File: src/rtl/trd_pkg.sv
// Package for the telegram response deframer.
// Holds the shared constants, verdict and kind codes and the result types.
// No dependencies; the parser, the result queue and the top level use it.
`default_nettype none

package trd_pkg;

  // Start byte layout.
  localparam logic [7:0] TYPE_MASK   = 8'hC0;
  localparam logic [7:0] TYPE_ANSWER = 8'h80;
  localparam logic [7:0] LEN_MASK    = 8'h0F;

  // Result kind codes.
  localparam logic KIND_DATA    = 1'b0;
  localparam logic KIND_VERDICT = 1'b1;

  // Verdict codes.
  localparam logic [1:0] VERDICT_OK        = 2'd0;
  localparam logic [1:0] VERDICT_NOT_ANSW  = 2'd1;
  localparam logic [1:0] VERDICT_BAD_SUM   = 2'd2;
  localparam logic [1:0] VERDICT_TRUNCATED = 2'd3;

  // Default depth of the result queue.
  localparam int RES_DEPTH = 4;

  typedef struct packed {
    logic       kind;
    logic [7:0] payload_byte;
    logic [3:0] byte_index;
    logic [7:0] object_id;
    logic [7:0] node_id;
    logic [1:0] verdict;
    logic       last;
  } trd_result_t;

  // Results produced by one byte: cnt is 0, 1 or 2; res_a goes out first.
  typedef struct packed {
    logic [1:0]  cnt;
    trd_result_t res_a;
    trd_result_t res_b;
  } trd_push_t;

endpackage

`default_nettype wire

File: src/rtl/trd_if.sv
// Handshake channel interfaces of the telegram response deframer.
// trd_in_if carries received bytes, trd_out_if carries result items.
// No dependencies.
`default_nettype none

interface trd_in_if;
  logic       valid;
  logic       ready;
  logic [7:0] rx_byte;
  logic       frame_start;

  modport source (output valid, output rx_byte, output frame_start, input ready);
  modport sink   (input valid, input rx_byte, input frame_start, output ready);
endinterface

interface trd_out_if;
  logic       valid;
  logic       ready;
  logic       kind;
  logic [7:0] payload_byte;
  logic [3:0] byte_index;
  logic [7:0] object_id;
  logic [7:0] node_id;
  logic [1:0] verdict;
  logic       last;

  modport source (output valid, output kind, output payload_byte, output byte_index,
                  output object_id, output node_id, output verdict, output last,
                  input ready);
  modport sink   (input valid, input kind, input payload_byte, input byte_index,
                  input object_id, input node_id, input verdict, input last,
                  output ready);
endinterface

`default_nettype wire

File: src/rtl/trd_parser.sv
// Input register and frame parser of the telegram response deframer.
// Depends on trd_pkg and trd_in_if; hands its results to the result queue.
`default_nettype none

module trd_parser (
  input  wire              clk,
  input  wire              rst_n,
  trd_in_if.sink           in_ch,
  input  wire              room2,
  output trd_pkg::trd_push_t push
);

  localparam logic [2:0] PH_IDLE = 3'd0;
  localparam logic [2:0] PH_NODE = 3'd1;
  localparam logic [2:0] PH_OBJ  = 3'd2;
  localparam logic [2:0] PH_DATA = 3'd3;
  localparam logic [2:0] PH_CSHI = 3'd4;
  localparam logic [2:0] PH_CSLO = 3'd5;

  logic        s1_valid_r;
  logic [7:0]  s1_byte_r;
  logic        s1_start_r;
  logic        fire;

  logic [2:0]  phase_r, phase_nxt;
  logic [4:0]  remain_r, remain_nxt;
  logic [3:0]  pos_r, pos_nxt;
  logic [15:0] sum_r, sum_nxt;
  logic [7:0]  cs_hi_r, cs_hi_nxt;
  logic [7:0]  obj_r, obj_nxt;
  logic [7:0]  node_r, node_nxt;

  logic        trunc;
  logic        bad_type;
  logic [4:0]  remain_dec;
  logic [15:0] sum_add;
  trd_pkg::trd_result_t res_one;
  logic        have_one;

  assign fire        = s1_valid_r && room2;
  assign in_ch.ready = !s1_valid_r || room2;

  always_ff @(posedge clk) begin
    if (!rst_n) begin
      s1_valid_r <= 1'b0;
      phase_r    <= PH_IDLE;
      remain_r   <= '0;
      pos_r      <= '0;
      sum_r      <= '0;
      cs_hi_r    <= '0;
      obj_r      <= '0;
      node_r     <= '0;
    end else begin
      if (in_ch.ready) begin
        s1_valid_r <= in_ch.valid;
      end
      if (fire) begin
        phase_r  <= phase_nxt;
        remain_r <= remain_nxt;
        pos_r    <= pos_nxt;
        sum_r    <= sum_nxt;
        cs_hi_r  <= cs_hi_nxt;
        obj_r    <= obj_nxt;
        node_r   <= node_nxt;
      end
    end
  end

  always_ff @(posedge clk) begin
    if (in_ch.valid && in_ch.ready) begin
      s1_byte_r  <= in_ch.rx_byte;
      s1_start_r <= in_ch.frame_start;
    end
  end

  assign bad_type   = (s1_byte_r & trd_pkg::TYPE_MASK) != trd_pkg::TYPE_ANSWER;
  assign remain_dec = remain_r - 5'd1;
  assign sum_add    = sum_r + {8'd0, s1_byte_r};

  always_comb begin
    phase_nxt  = phase_r;
    remain_nxt = remain_r;
    pos_nxt    = pos_r;
    sum_nxt    = sum_r;
    cs_hi_nxt  = cs_hi_r;
    obj_nxt    = obj_r;
    node_nxt   = node_r;
    trunc      = 1'b0;
    have_one   = 1'b0;
    res_one    = '0;
    // The byte's own result is always the last one it causes.
    res_one.last = 1'b1;

    if (s1_start_r) begin
      // A start inside an unfinished frame closes that frame as truncated.
      trunc = (phase_r != PH_IDLE) && (phase_r <= PH_CSLO);
      if (bad_type) begin
        have_one        = 1'b1;
        res_one.kind    = trd_pkg::KIND_VERDICT;
        res_one.verdict = trd_pkg::VERDICT_NOT_ANSW;
        phase_nxt       = PH_IDLE;
      end else begin
        remain_nxt = {1'b0, s1_byte_r[3:0] & trd_pkg::LEN_MASK[3:0]} + 5'd1;
        pos_nxt    = '0;
        sum_nxt    = {8'd0, s1_byte_r};
        obj_nxt    = '0;
        node_nxt   = '0;
        phase_nxt  = PH_NODE;
      end
    end else begin
      unique case (phase_r)
        PH_NODE: begin
          node_nxt  = s1_byte_r;
          sum_nxt   = sum_add;
          phase_nxt = PH_OBJ;
        end
        PH_OBJ: begin
          obj_nxt   = s1_byte_r;
          sum_nxt   = sum_add;
          pos_nxt   = '0;
          phase_nxt = PH_DATA;
        end
        PH_DATA: begin
          have_one             = 1'b1;
          res_one.kind         = trd_pkg::KIND_DATA;
          res_one.payload_byte = s1_byte_r;
          res_one.byte_index   = pos_r;
          res_one.object_id    = obj_r;
          res_one.node_id      = node_r;
          sum_nxt              = sum_add;
          pos_nxt              = pos_r + 4'd1;
          remain_nxt           = remain_dec;
          if (remain_dec == 5'd0) begin
            phase_nxt = PH_CSHI;
          end
        end
        PH_CSHI: begin
          cs_hi_nxt = s1_byte_r;
          phase_nxt = PH_CSLO;
        end
        PH_CSLO: begin
          have_one          = 1'b1;
          res_one.kind      = trd_pkg::KIND_VERDICT;
          res_one.object_id = obj_r;
          res_one.node_id   = node_r;
          res_one.verdict   = ({cs_hi_r, s1_byte_r} == sum_r) ?
                              trd_pkg::VERDICT_OK : trd_pkg::VERDICT_BAD_SUM;
          phase_nxt         = PH_IDLE;
        end
        default: begin
          // Idle, and the unused codes: the byte is dropped.
          phase_nxt = PH_IDLE;
        end
      endcase
    end
  end

  // Order the results: a truncation verdict always goes first.
  always_comb begin
    push       = '0;
    if (trunc) begin
      push.res_a.kind      = trd_pkg::KIND_VERDICT;
      push.res_a.object_id = obj_r;
      push.res_a.node_id   = node_r;
      push.res_a.verdict   = trd_pkg::VERDICT_TRUNCATED;
      push.res_a.last      = !have_one;
      push.res_b           = res_one;
    end else begin
      push.res_a = res_one;
    end
    if (fire) begin
      push.cnt = {1'b0, trunc} + {1'b0, have_one};
    end
  end

`ifndef SYNTHESIS
  a_phase_legal: assert property (@(posedge clk) disable iff (!rst_n)
    phase_r <= PH_CSLO)
    else $error("parser phase left the legal range");

  a_bad_start_idle: assert property (@(posedge clk) disable iff (!rst_n)
    fire && s1_start_r && bad_type |=> phase_r == PH_IDLE && $past(push.cnt) != 2'd0)
    else $error("rejected start byte did not return to idle with a verdict");
`endif

endmodule

`default_nettype wire

File: src/rtl/trd_rqueue.sv
// Result queue of the telegram response deframer.
// Takes up to two results per cycle from the parser and drives the result channel.
// Depends on trd_pkg and trd_out_if.
`default_nettype none

module trd_rqueue #(
  parameter int DEPTH = trd_pkg::RES_DEPTH
) (
  input  wire               clk,
  input  wire               rst_n,
  input  trd_pkg::trd_push_t push,
  output logic              room2,
  trd_out_if.source         out_ch
);

  localparam int PTR_W = (DEPTH > 1) ? $clog2(DEPTH) : 1;
  localparam int CNT_W = $clog2(DEPTH + 1);

  trd_pkg::trd_result_t mem [DEPTH];

  logic [PTR_W-1:0] wptr_r, rptr_r;
  logic [CNT_W-1:0] count_r;
  logic [PTR_W-1:0] wptr_p1;
  logic [PTR_W-1:0] wptr_p2;
  logic             pop;
  trd_pkg::trd_result_t head;

  function automatic logic [PTR_W-1:0] ptr_inc(input logic [PTR_W-1:0] p);
    ptr_inc = (p == PTR_W'(DEPTH - 1)) ? '0 : p + PTR_W'(1);
  endfunction

  assign wptr_p1 = ptr_inc(wptr_r);
  assign wptr_p2 = ptr_inc(wptr_p1);
  assign room2   = count_r <= CNT_W'(DEPTH - 2);
  assign pop     = out_ch.valid && out_ch.ready;

  always_ff @(posedge clk) begin
    if (!rst_n) begin
      wptr_r  <= '0;
      rptr_r  <= '0;
      count_r <= '0;
    end else begin
      count_r <= count_r + CNT_W'(push.cnt) - CNT_W'(pop);
      if (pop) begin
        rptr_r <= ptr_inc(rptr_r);
      end
      if (push.cnt == 2'd1) begin
        wptr_r <= wptr_p1;
      end else if (push.cnt == 2'd2) begin
        wptr_r <= wptr_p2;
      end
    end
  end

  always_ff @(posedge clk) begin
    if (push.cnt != 2'd0) begin
      mem[wptr_r] <= push.res_a;
    end
    if (push.cnt == 2'd2) begin
      mem[wptr_p1] <= push.res_b;
    end
  end

  assign head                = mem[rptr_r];
  assign out_ch.valid        = count_r != '0;
  assign out_ch.kind         = head.kind;
  assign out_ch.payload_byte = head.payload_byte;
  assign out_ch.byte_index   = head.byte_index;
  assign out_ch.object_id    = head.object_id;
  assign out_ch.node_id      = head.node_id;
  assign out_ch.verdict      = head.verdict;
  assign out_ch.last         = head.last;

`ifndef SYNTHESIS
  a_no_overflow: assert property (@(posedge clk) disable iff (!rst_n)
    !room2 |-> push.cnt == 2'd0)
    else $error("result queue written without room");

  a_count_bound: assert property (@(posedge clk) disable iff (!rst_n)
    count_r <= CNT_W'(DEPTH) && push.cnt != 2'd3)
    else $error("result queue count out of range");
`endif

endmodule

`default_nettype wire

File: src/rtl/telegram_response_deframer.sv
// Telegram response deframer: takes one received byte per request with a start
// flag, checks the answer type of the start byte, tracks node, object and data
// bytes of a length-prefixed frame, keeps a 16-bit wrapping byte sum and returns
// one request per data byte and one verdict request per frame (ok, not an
// answer, checksum mismatch, or truncated when a new start arrives early). A
// byte that both cuts off an open frame and carries a wrong answer type gives
// two requests, the truncation first; bytes outside a frame give none. The
// block accepts a byte in every cycle while the input side is not held off: the
// byte sits in the input register, and its results are written into the result
// queue once the queue has room for two, and the queue offers them in order on
// the result channel. The input side is held off only while the result queue
// lacks room for two results, which with the default depth of four happens only
// when the result side stalls. Reset is synchronous and active low; no clearing
// pass is needed.
// Depends on trd_pkg, trd_if, trd_parser and trd_rqueue.
`default_nettype none

module telegram_response_deframer #(
  parameter int RES_DEPTH = trd_pkg::RES_DEPTH
) (
  input  wire      clk,
  input  wire      rst_n,
  trd_in_if.sink   in_ch,
  trd_out_if.source out_ch
);

  // Results of the byte in the input register, valid only when it is consumed.
  trd_pkg::trd_push_t push;
  // The queue can take two more results this cycle.
  logic room2;

  trd_parser u_parser (
    .clk   (clk),
    .rst_n (rst_n),
    .in_ch (in_ch),
    .room2 (room2),
    .push  (push)
  );

  trd_rqueue #(
    .DEPTH (RES_DEPTH)
  ) u_rqueue (
    .clk    (clk),
    .rst_n  (rst_n),
    .push   (push),
    .room2  (room2),
    .out_ch (out_ch)
  );

endmodule

`default_nettype wire
File: src/flat_wrapper.sv
// flat-port wrapper written by rule: the top's interface ports become plain ports
module telegram_response_deframer_flat 
#(
  parameter int RES_DEPTH = trd_pkg::RES_DEPTH
)
  (clk, rst_n, in_ch_valid, in_ch_rx_byte, in_ch_frame_start, in_ch_ready, out_ch_valid, out_ch_kind, out_ch_payload_byte, out_ch_byte_index, out_ch_object_id, out_ch_node_id, out_ch_verdict, out_ch_last, out_ch_ready);
  trd_in_if in_ch_i ();
  trd_out_if out_ch_i ();
  input  wire clk;
  input  wire rst_n;
  input wire logic [$bits(in_ch_i.valid)-1:0] in_ch_valid;
  input wire logic [$bits(in_ch_i.rx_byte)-1:0] in_ch_rx_byte;
  input wire logic [$bits(in_ch_i.frame_start)-1:0] in_ch_frame_start;
  output wire logic [$bits(in_ch_i.ready)-1:0] in_ch_ready;
  output wire logic [$bits(out_ch_i.valid)-1:0] out_ch_valid;
  output wire logic [$bits(out_ch_i.kind)-1:0] out_ch_kind;
  output wire logic [$bits(out_ch_i.payload_byte)-1:0] out_ch_payload_byte;
  output wire logic [$bits(out_ch_i.byte_index)-1:0] out_ch_byte_index;
  output wire logic [$bits(out_ch_i.object_id)-1:0] out_ch_object_id;
  output wire logic [$bits(out_ch_i.node_id)-1:0] out_ch_node_id;
  output wire logic [$bits(out_ch_i.verdict)-1:0] out_ch_verdict;
  output wire logic [$bits(out_ch_i.last)-1:0] out_ch_last;
  input wire logic [$bits(out_ch_i.ready)-1:0] out_ch_ready;
  assign in_ch_i.valid = in_ch_valid;
  assign in_ch_i.rx_byte = in_ch_rx_byte;
  assign in_ch_i.frame_start = in_ch_frame_start;
  assign in_ch_ready = in_ch_i.ready;
  assign out_ch_valid = out_ch_i.valid;
  assign out_ch_kind = out_ch_i.kind;
  assign out_ch_payload_byte = out_ch_i.payload_byte;
  assign out_ch_byte_index = out_ch_i.byte_index;
  assign out_ch_object_id = out_ch_i.object_id;
  assign out_ch_node_id = out_ch_i.node_id;
  assign out_ch_verdict = out_ch_i.verdict;
  assign out_ch_last = out_ch_i.last;
  assign out_ch_i.ready = out_ch_ready;
  telegram_response_deframer #(.RES_DEPTH(RES_DEPTH)) u_core (.clk(clk), .rst_n(rst_n), .in_ch(in_ch_i), .out_ch(out_ch_i));
endmodule
File: config.mk
export PLATFORM = sky130hd
export DESIGN_NAME = telegram_response_deframer_flat
export DESIGN_NICKNAME = d
export VERILOG_FILES = /design/src/rtl/trd_pkg.sv /design/src/rtl/trd_if.sv /design/src/rtl/trd_parser.sv /design/src/rtl/trd_rqueue.sv /design/src/rtl/telegram_response_deframer.sv /design/src/flat_wrapper.sv
export SDC_FILE = /design/constraint.sdc
export NUM_CORES = 1
export LEC_CHECK = 0
export ABC_AREA = 1
export ABC_CLOCK_PERIOD_IN_PS = 6900
export BUFFER_PORTS_ARGS = -buffer_cell sky130_fd_sc_hd__buf_2
export CORE_UTILIZATION = 45
export CTS_CLUSTER_SIZE = 14
export DETAILED_ROUTE_END_ITERATION = 6
export HOLD_SLACK_MARGIN = 0.12
export SKIP_LAST_GASP = 1
export SLEW_MARGIN = 30
export SYNTH_ARGS = -nofsm -noshare
export SYNTH_HDL_FRONTEND = slang
export SYNTH_SLANG_ARGS = --single-unit
File: constraint.sdc
create_clock -name clk -period 6.9 [get_ports clk]
set_input_delay 1.38 -clock clk [delete_from_list [all_inputs] [get_ports clk]]
set_output_delay 1.38 -clock clk [all_outputs]
set_load 0.005 [all_outputs]
* After elaboration in Yosys (flattened, before gate mapping)
Memory sizes are Yosys's and may differ from the RTL's. A register that Yosys moved wholly into a read port is not among the register bits.
Index checks and enable logic that the tools add are counted.
** Word-level totals
- Bits in registers :: 69
- Bits in writable memories :: 128
- Output and inout bits :: 34
- Memories kept :: 1
** Cells by class
- Add/sub/neg operators :: 10
- $lt $le $gt $ge :: 2
- Equality and inequality tests :: 14
- Multiplexer cells :: 47
- Bitwise gates (word level) :: 1
- Reductions and logical operators :: 26
** Memory list
- u_core.u_rqueue.mem :: depth 4, bits a word 32, read ports 1, clocked after memory_dff 1, wr ports 2, RTL line trd_rqueue.sv:19 : trd_pkg::trd_result_t mem [DEPTH];
** Operators with widths (count)
- $mux W16 :: 4
- $mux W8 :: 5
- $mux W32 :: 1
- $mux W28 :: 1
- $mux W12 :: 2
- $mux W2 :: 11
- $mux W19 :: 1
- $reduce_and A3 Y1 :: 6
- $add A16 B8 Y16 :: 1
- $eq A16 B16 Y1 :: 1
- $mux W5 :: 3
- $mux W1 :: 13
- $pmux W3 S4 :: 1
- $reduce_bool A2 Y1 :: 6
- $reduce_bool A3 Y1 :: 3
- $eq A2 B2 Y1 const B :: 4
- $mux W4 :: 2
- $pmux W4 S2 :: 1
- $add A2 B1 Y2 const B :: 3
- $eq A3 B2 Y1 const B :: 2
- $eq A3 B3 Y1 const B :: 2
- $mux W3 :: 2
- $add A4 B1 Y5 const B :: 1
- $logic_not A5 Y1 :: 1
- other kinds (18) :: 23

* Longest topological paths before layout
- Word-level depth :: 9
- Depth in mapped cells :: 18
- Depth with buffers taken out :: 17

* Hierarchy
A second synthesis with hierarchy kept.
** Unflattened totals
- Cells, all modules :: 1263
- Area total of the unflattened synthesis :: 10877.9 µm²
** By module, submodules not included
- trd_rqueue :: times used 1, cells an instance 710, area each 7035.5 µm², sequential area each 4023.9 µm²
- trd_parser :: times used 1, cells an instance 553, area each 3842.4 µm², sequential area each 1331.3 µm²

* Worst setup path after synthesis
Ideal clock, no wire load.
- Path kind :: register to register
- Start point :: reg u_core.u_parser.s1_start_r
- End point :: mem u_core.u_rqueue.mem[0][0] in the netlist's numbering, enable pin
- Arrival :: 4140 ps
- Slack :: 2294 ps
- Stages on the path, launching flop included :: 13
- Buffers on the path :: 2
- Cell sequence :: edfxtp_1 -> buf_4 -> nor2_1 -> o21ai_4 -> buf_8 -> nand2_1 -> inv_1 -> ha_1 -> inv_1 -> nor2_1 -> inv_1 -> ha_1 -> o21ai_0
** RTL lines
- from (decl) :: RTL line trd_parser.sv:22 : logic s1_start_r;
- from (signal assigned) :: RTL line trd_parser.sv:72 : s1_start_r <= in_ch.frame_start;
- to (decl) :: RTL line trd_rqueue.sv:19

==> flow_metrics.env <==
export IMPL_cts_resized=0
export IMPL_worstSetupEndpointType="output pin"
export IMPL_ir_drop_mv=0.182
export IMPL_final_cell_mix="nor2_1, edfxtp_1, nand2_1"
export IMPL_routed_top_layer="met4"
export IMPL_syn_area_um2=9520
export IMPL_dr_pass1_iters=5
export IMPL_syn_to_final_growth_pct=12.2
export IMPL_n_antenna_cell=0
export IMPL_grtUsageTotal=0.215
export IMPL_clk_insertion_delay_late_ns=0.44
export IMPL_grt_max_degree=66
export IMPL_rsz0062_at_grt="no"
export IMPL_numPortBuffers=46
export IMPL_drc=0
export IMPL_hold_path_class="flop to flop"
export IMPL_setup_worst_path_class="flop to output pin"
export IMPL_ys_seq_elements=199
export IMPL_hold_violations=0
export IMPL_num_rows=52
export IMPL_rr_worst_depth=11
export IMPL_synth_seq_area_share=0.563
export IMPL_cts_root_buffer="clkbuf_16"
export IMPL_slew_violations=0
export IMPL_rrSetupSlack_ns=3.11
export IMPL_cts_max_level=4
export IMPL_finalCritPeriodShare=0.644
export IMPL_cp_arrival_ns=3.06
export IMPL_pin_count=47
export IMPL_wl_um=22100
export IMPL_drt_iter0_markers=479
export IMPL_hold_depth=2
export IMPL_post_route_util=0.521
export IMPL_drive_gt1_frac=0.123
export IMPL_drv_cap=0
export IMPL_rr_endpoint="u_core.u_rqueue.mem[2][14]"
export IMPL_cts_buffer_depth=2
export IMPL_synth_top_cell_area_share=0.432
export IMPL_overflow=0
export IMPL_vias=7102
export IMPL_wl_met3_um=885
export IMPL_die_y_um=147
export IMPL_mostFrequentLayoutCell="nor2_1"
export IMPL_numCtsBuffers=17
export IMPL_outcome="complete, no violations"
export IMPL_synth_largest_area_cell="edfxtp_1"
export IMPL_path_clk_slew_ns=0.08
export IMPL_setup_violations=0
export IMPL_die_w_um=147
export IMPL_cts_hold_buf=0
export IMPL_viasPerCell=5.23
export IMPL_synth_warnings=0
export IMPL_p_per_area_nw_per_um2=297
export IMPL_cp_start_kind="flop"
export IMPL_holdPathEnd="u_core.u_parser.remain_r[4]"
export IMPL_layout_min_cycle_time_ns=4.44
export IMPL_fin_worst_hold_slack_ns=0.469
export IMPL_avgSynthCellArea_um2=9.11
export IMPL_fmax_mhz=225
export IMPL_gp_congestion=0.818
export IMPL_nets=1116
export IMPL_initial_core_util=0.464
export IMPL_fin_skew_ns=0.0123
export IMPL_coreArea_um2=20500
export IMPL_worst_pin_slew_ns=0.816
export IMPL_min_from="u_core.u_parser.remain_r[4]"
export IMPL_wl_met1_um=10400
export IMPL_avgRoutedWirePerCell_um=16.3
export IMPL_synth_fp_nets=1087
export IMPL_reg2reg_from="u_core.u_parser.s1_start_r"
export IMPL_postCtsSetupBuffers=0
export IMPL_leakagePower_nw=4.33
export IMPL_antenna_found_initial=0
export IMPL_ys_types=43
export IMPL_cts_sinks=199
export IMPL_fin_setup_tns_ns=0
export IMPL_cts_tree="done"
export IMPL_route_met2_wl_um=10500
export IMPL_total_power_mw=3.17
export IMPL_dieArea_um2=21700
export IMPL_critical_path_max_fanout=65
export IMPL_grt_pass1_wl_um=36200
export IMPL_syn_instance_count=1045
export IMPL_hpwl_um=14700
export IMPL_synth_area_top_cells="edfxtp_1, dfxtp_1, nor2_1"
export IMPL_cp_data_required_time_ns=5.52
export IMPL_slew_headroom=0.454
export IMPL_grt_pass1_vias=6835
export IMPL_ant_nets=0
[through the flow]
stage | cell area, um2 | setup WS (ns) | instances
after floorplan | 9520 | 2.29 | 1045
after global placement | 9960 | 3.00 | 1321
after detailed placement | 10000 | 2.88 | 1325
after CTS | 10700 | 2.41 | 1357
after global routing | 10700 | 2.17 | 1357
final | 10700 | 2.46 | 1357
[state kept, by name, indices dropped and copies added (netlist names), named ones only]
register	flops
u_core.u_rqueue.rptr_r	2
u_core.u_parser.s1_byte_r	8
u_core.u_parser.node_r	8
u_core.u_rqueue.wptr_r	2
u_core.u_parser.remain_r	5
u_core.u_rqueue.count_r	3
u_core.u_parser.cs_hi_r	8
u_core.u_parser.obj_r	8
u_core.u_rqueue.mem	128
u_core.u_parser.sum_r	16
u_core.u_parser.s1_start_r	1
u_core.u_parser.phase_r	3
u_core.u_parser.s1_valid_r	1
u_core.u_parser.pos_r	4
[cells in the mapped netlist (all sizes together)]
library cell and count:
clkbuf 34, a31oi 1, nor2 250, nor3 8
a21oi 51, o22ai 33, nand2 135, edfxtp 137
a21o 1, a211oi 2, nand3b 3, or2 3
clkinv 2, nand3 40, and2 1, fa 2
inv 87, o21bai 3, dfxtp 62, ha 27
buf 12, o211a 1, xor2 11, nor3b 1
nand4 2, o21ai 134, and3 1, a21boi 1
[how the worst max path moves through the flow]
stage | endpoint | slack, ns | cells past startpoint
global placement | u_core.u_rqueue.mem[3][17] | 3.00 | 10
finish | out_ch_verdict[0] | 2.46 | 6
floorplan | u_core.u_rqueue.mem[0][0] | 2.29 | 12
CTS | out_ch_verdict[0] | 2.41 | 6
detailed placement | out_ch_verdict[0] | 2.88 | 6
global route | out_ch_object_id[5] | 2.17 | 6
[critical path: stages (launching register included)]
cell      delay (ns)
dfxtp_2         0.31
buf_4           0.51
clkinv_1        0.77
buf_4           0.51
o21ai_0         0.22
o22ai_1         0.12
buf_2           0.14
[area by class of cell]
cell class,count,area [um2]
fillers,1928,9820
flip-flops and latches,199,5360
multi-input cells,711,3670
clock buffers,17,425
repair buffers,56,348
well taps,270,338
inverters,89,334
clock inverters,15,205
[kinds of logic (layout without fill, tap and decap cells)]
group                      Yosys count  after routing  synth area share
and+or+nand+nor                    444            444             0.202
DFF                                199            199             0.563
xor gates and xnor gates            11             11            0.0101
buffers and inverters              135            177            0.0573
AOI/OAI and AO/OA                  227            227             0.129
adders and majority gates           29             29            0.0397
[power breakdown]
group	switching (mW)	internal [mW]
sequential	0.0444	1.34
combinational	0.465	0.253
clock	0.481	0.589
total	0.991	2.18
[layer usage]
metal / track usage / vias to the layer above
met2: 0.351 / 154
met1: 0.296 / 3353
met5: 0 / -
met4: 0.0603 / 0
met3: 0.0327 / 23
li1: - / 3572
Note: power is estimated with default switching activity, not from simulation.
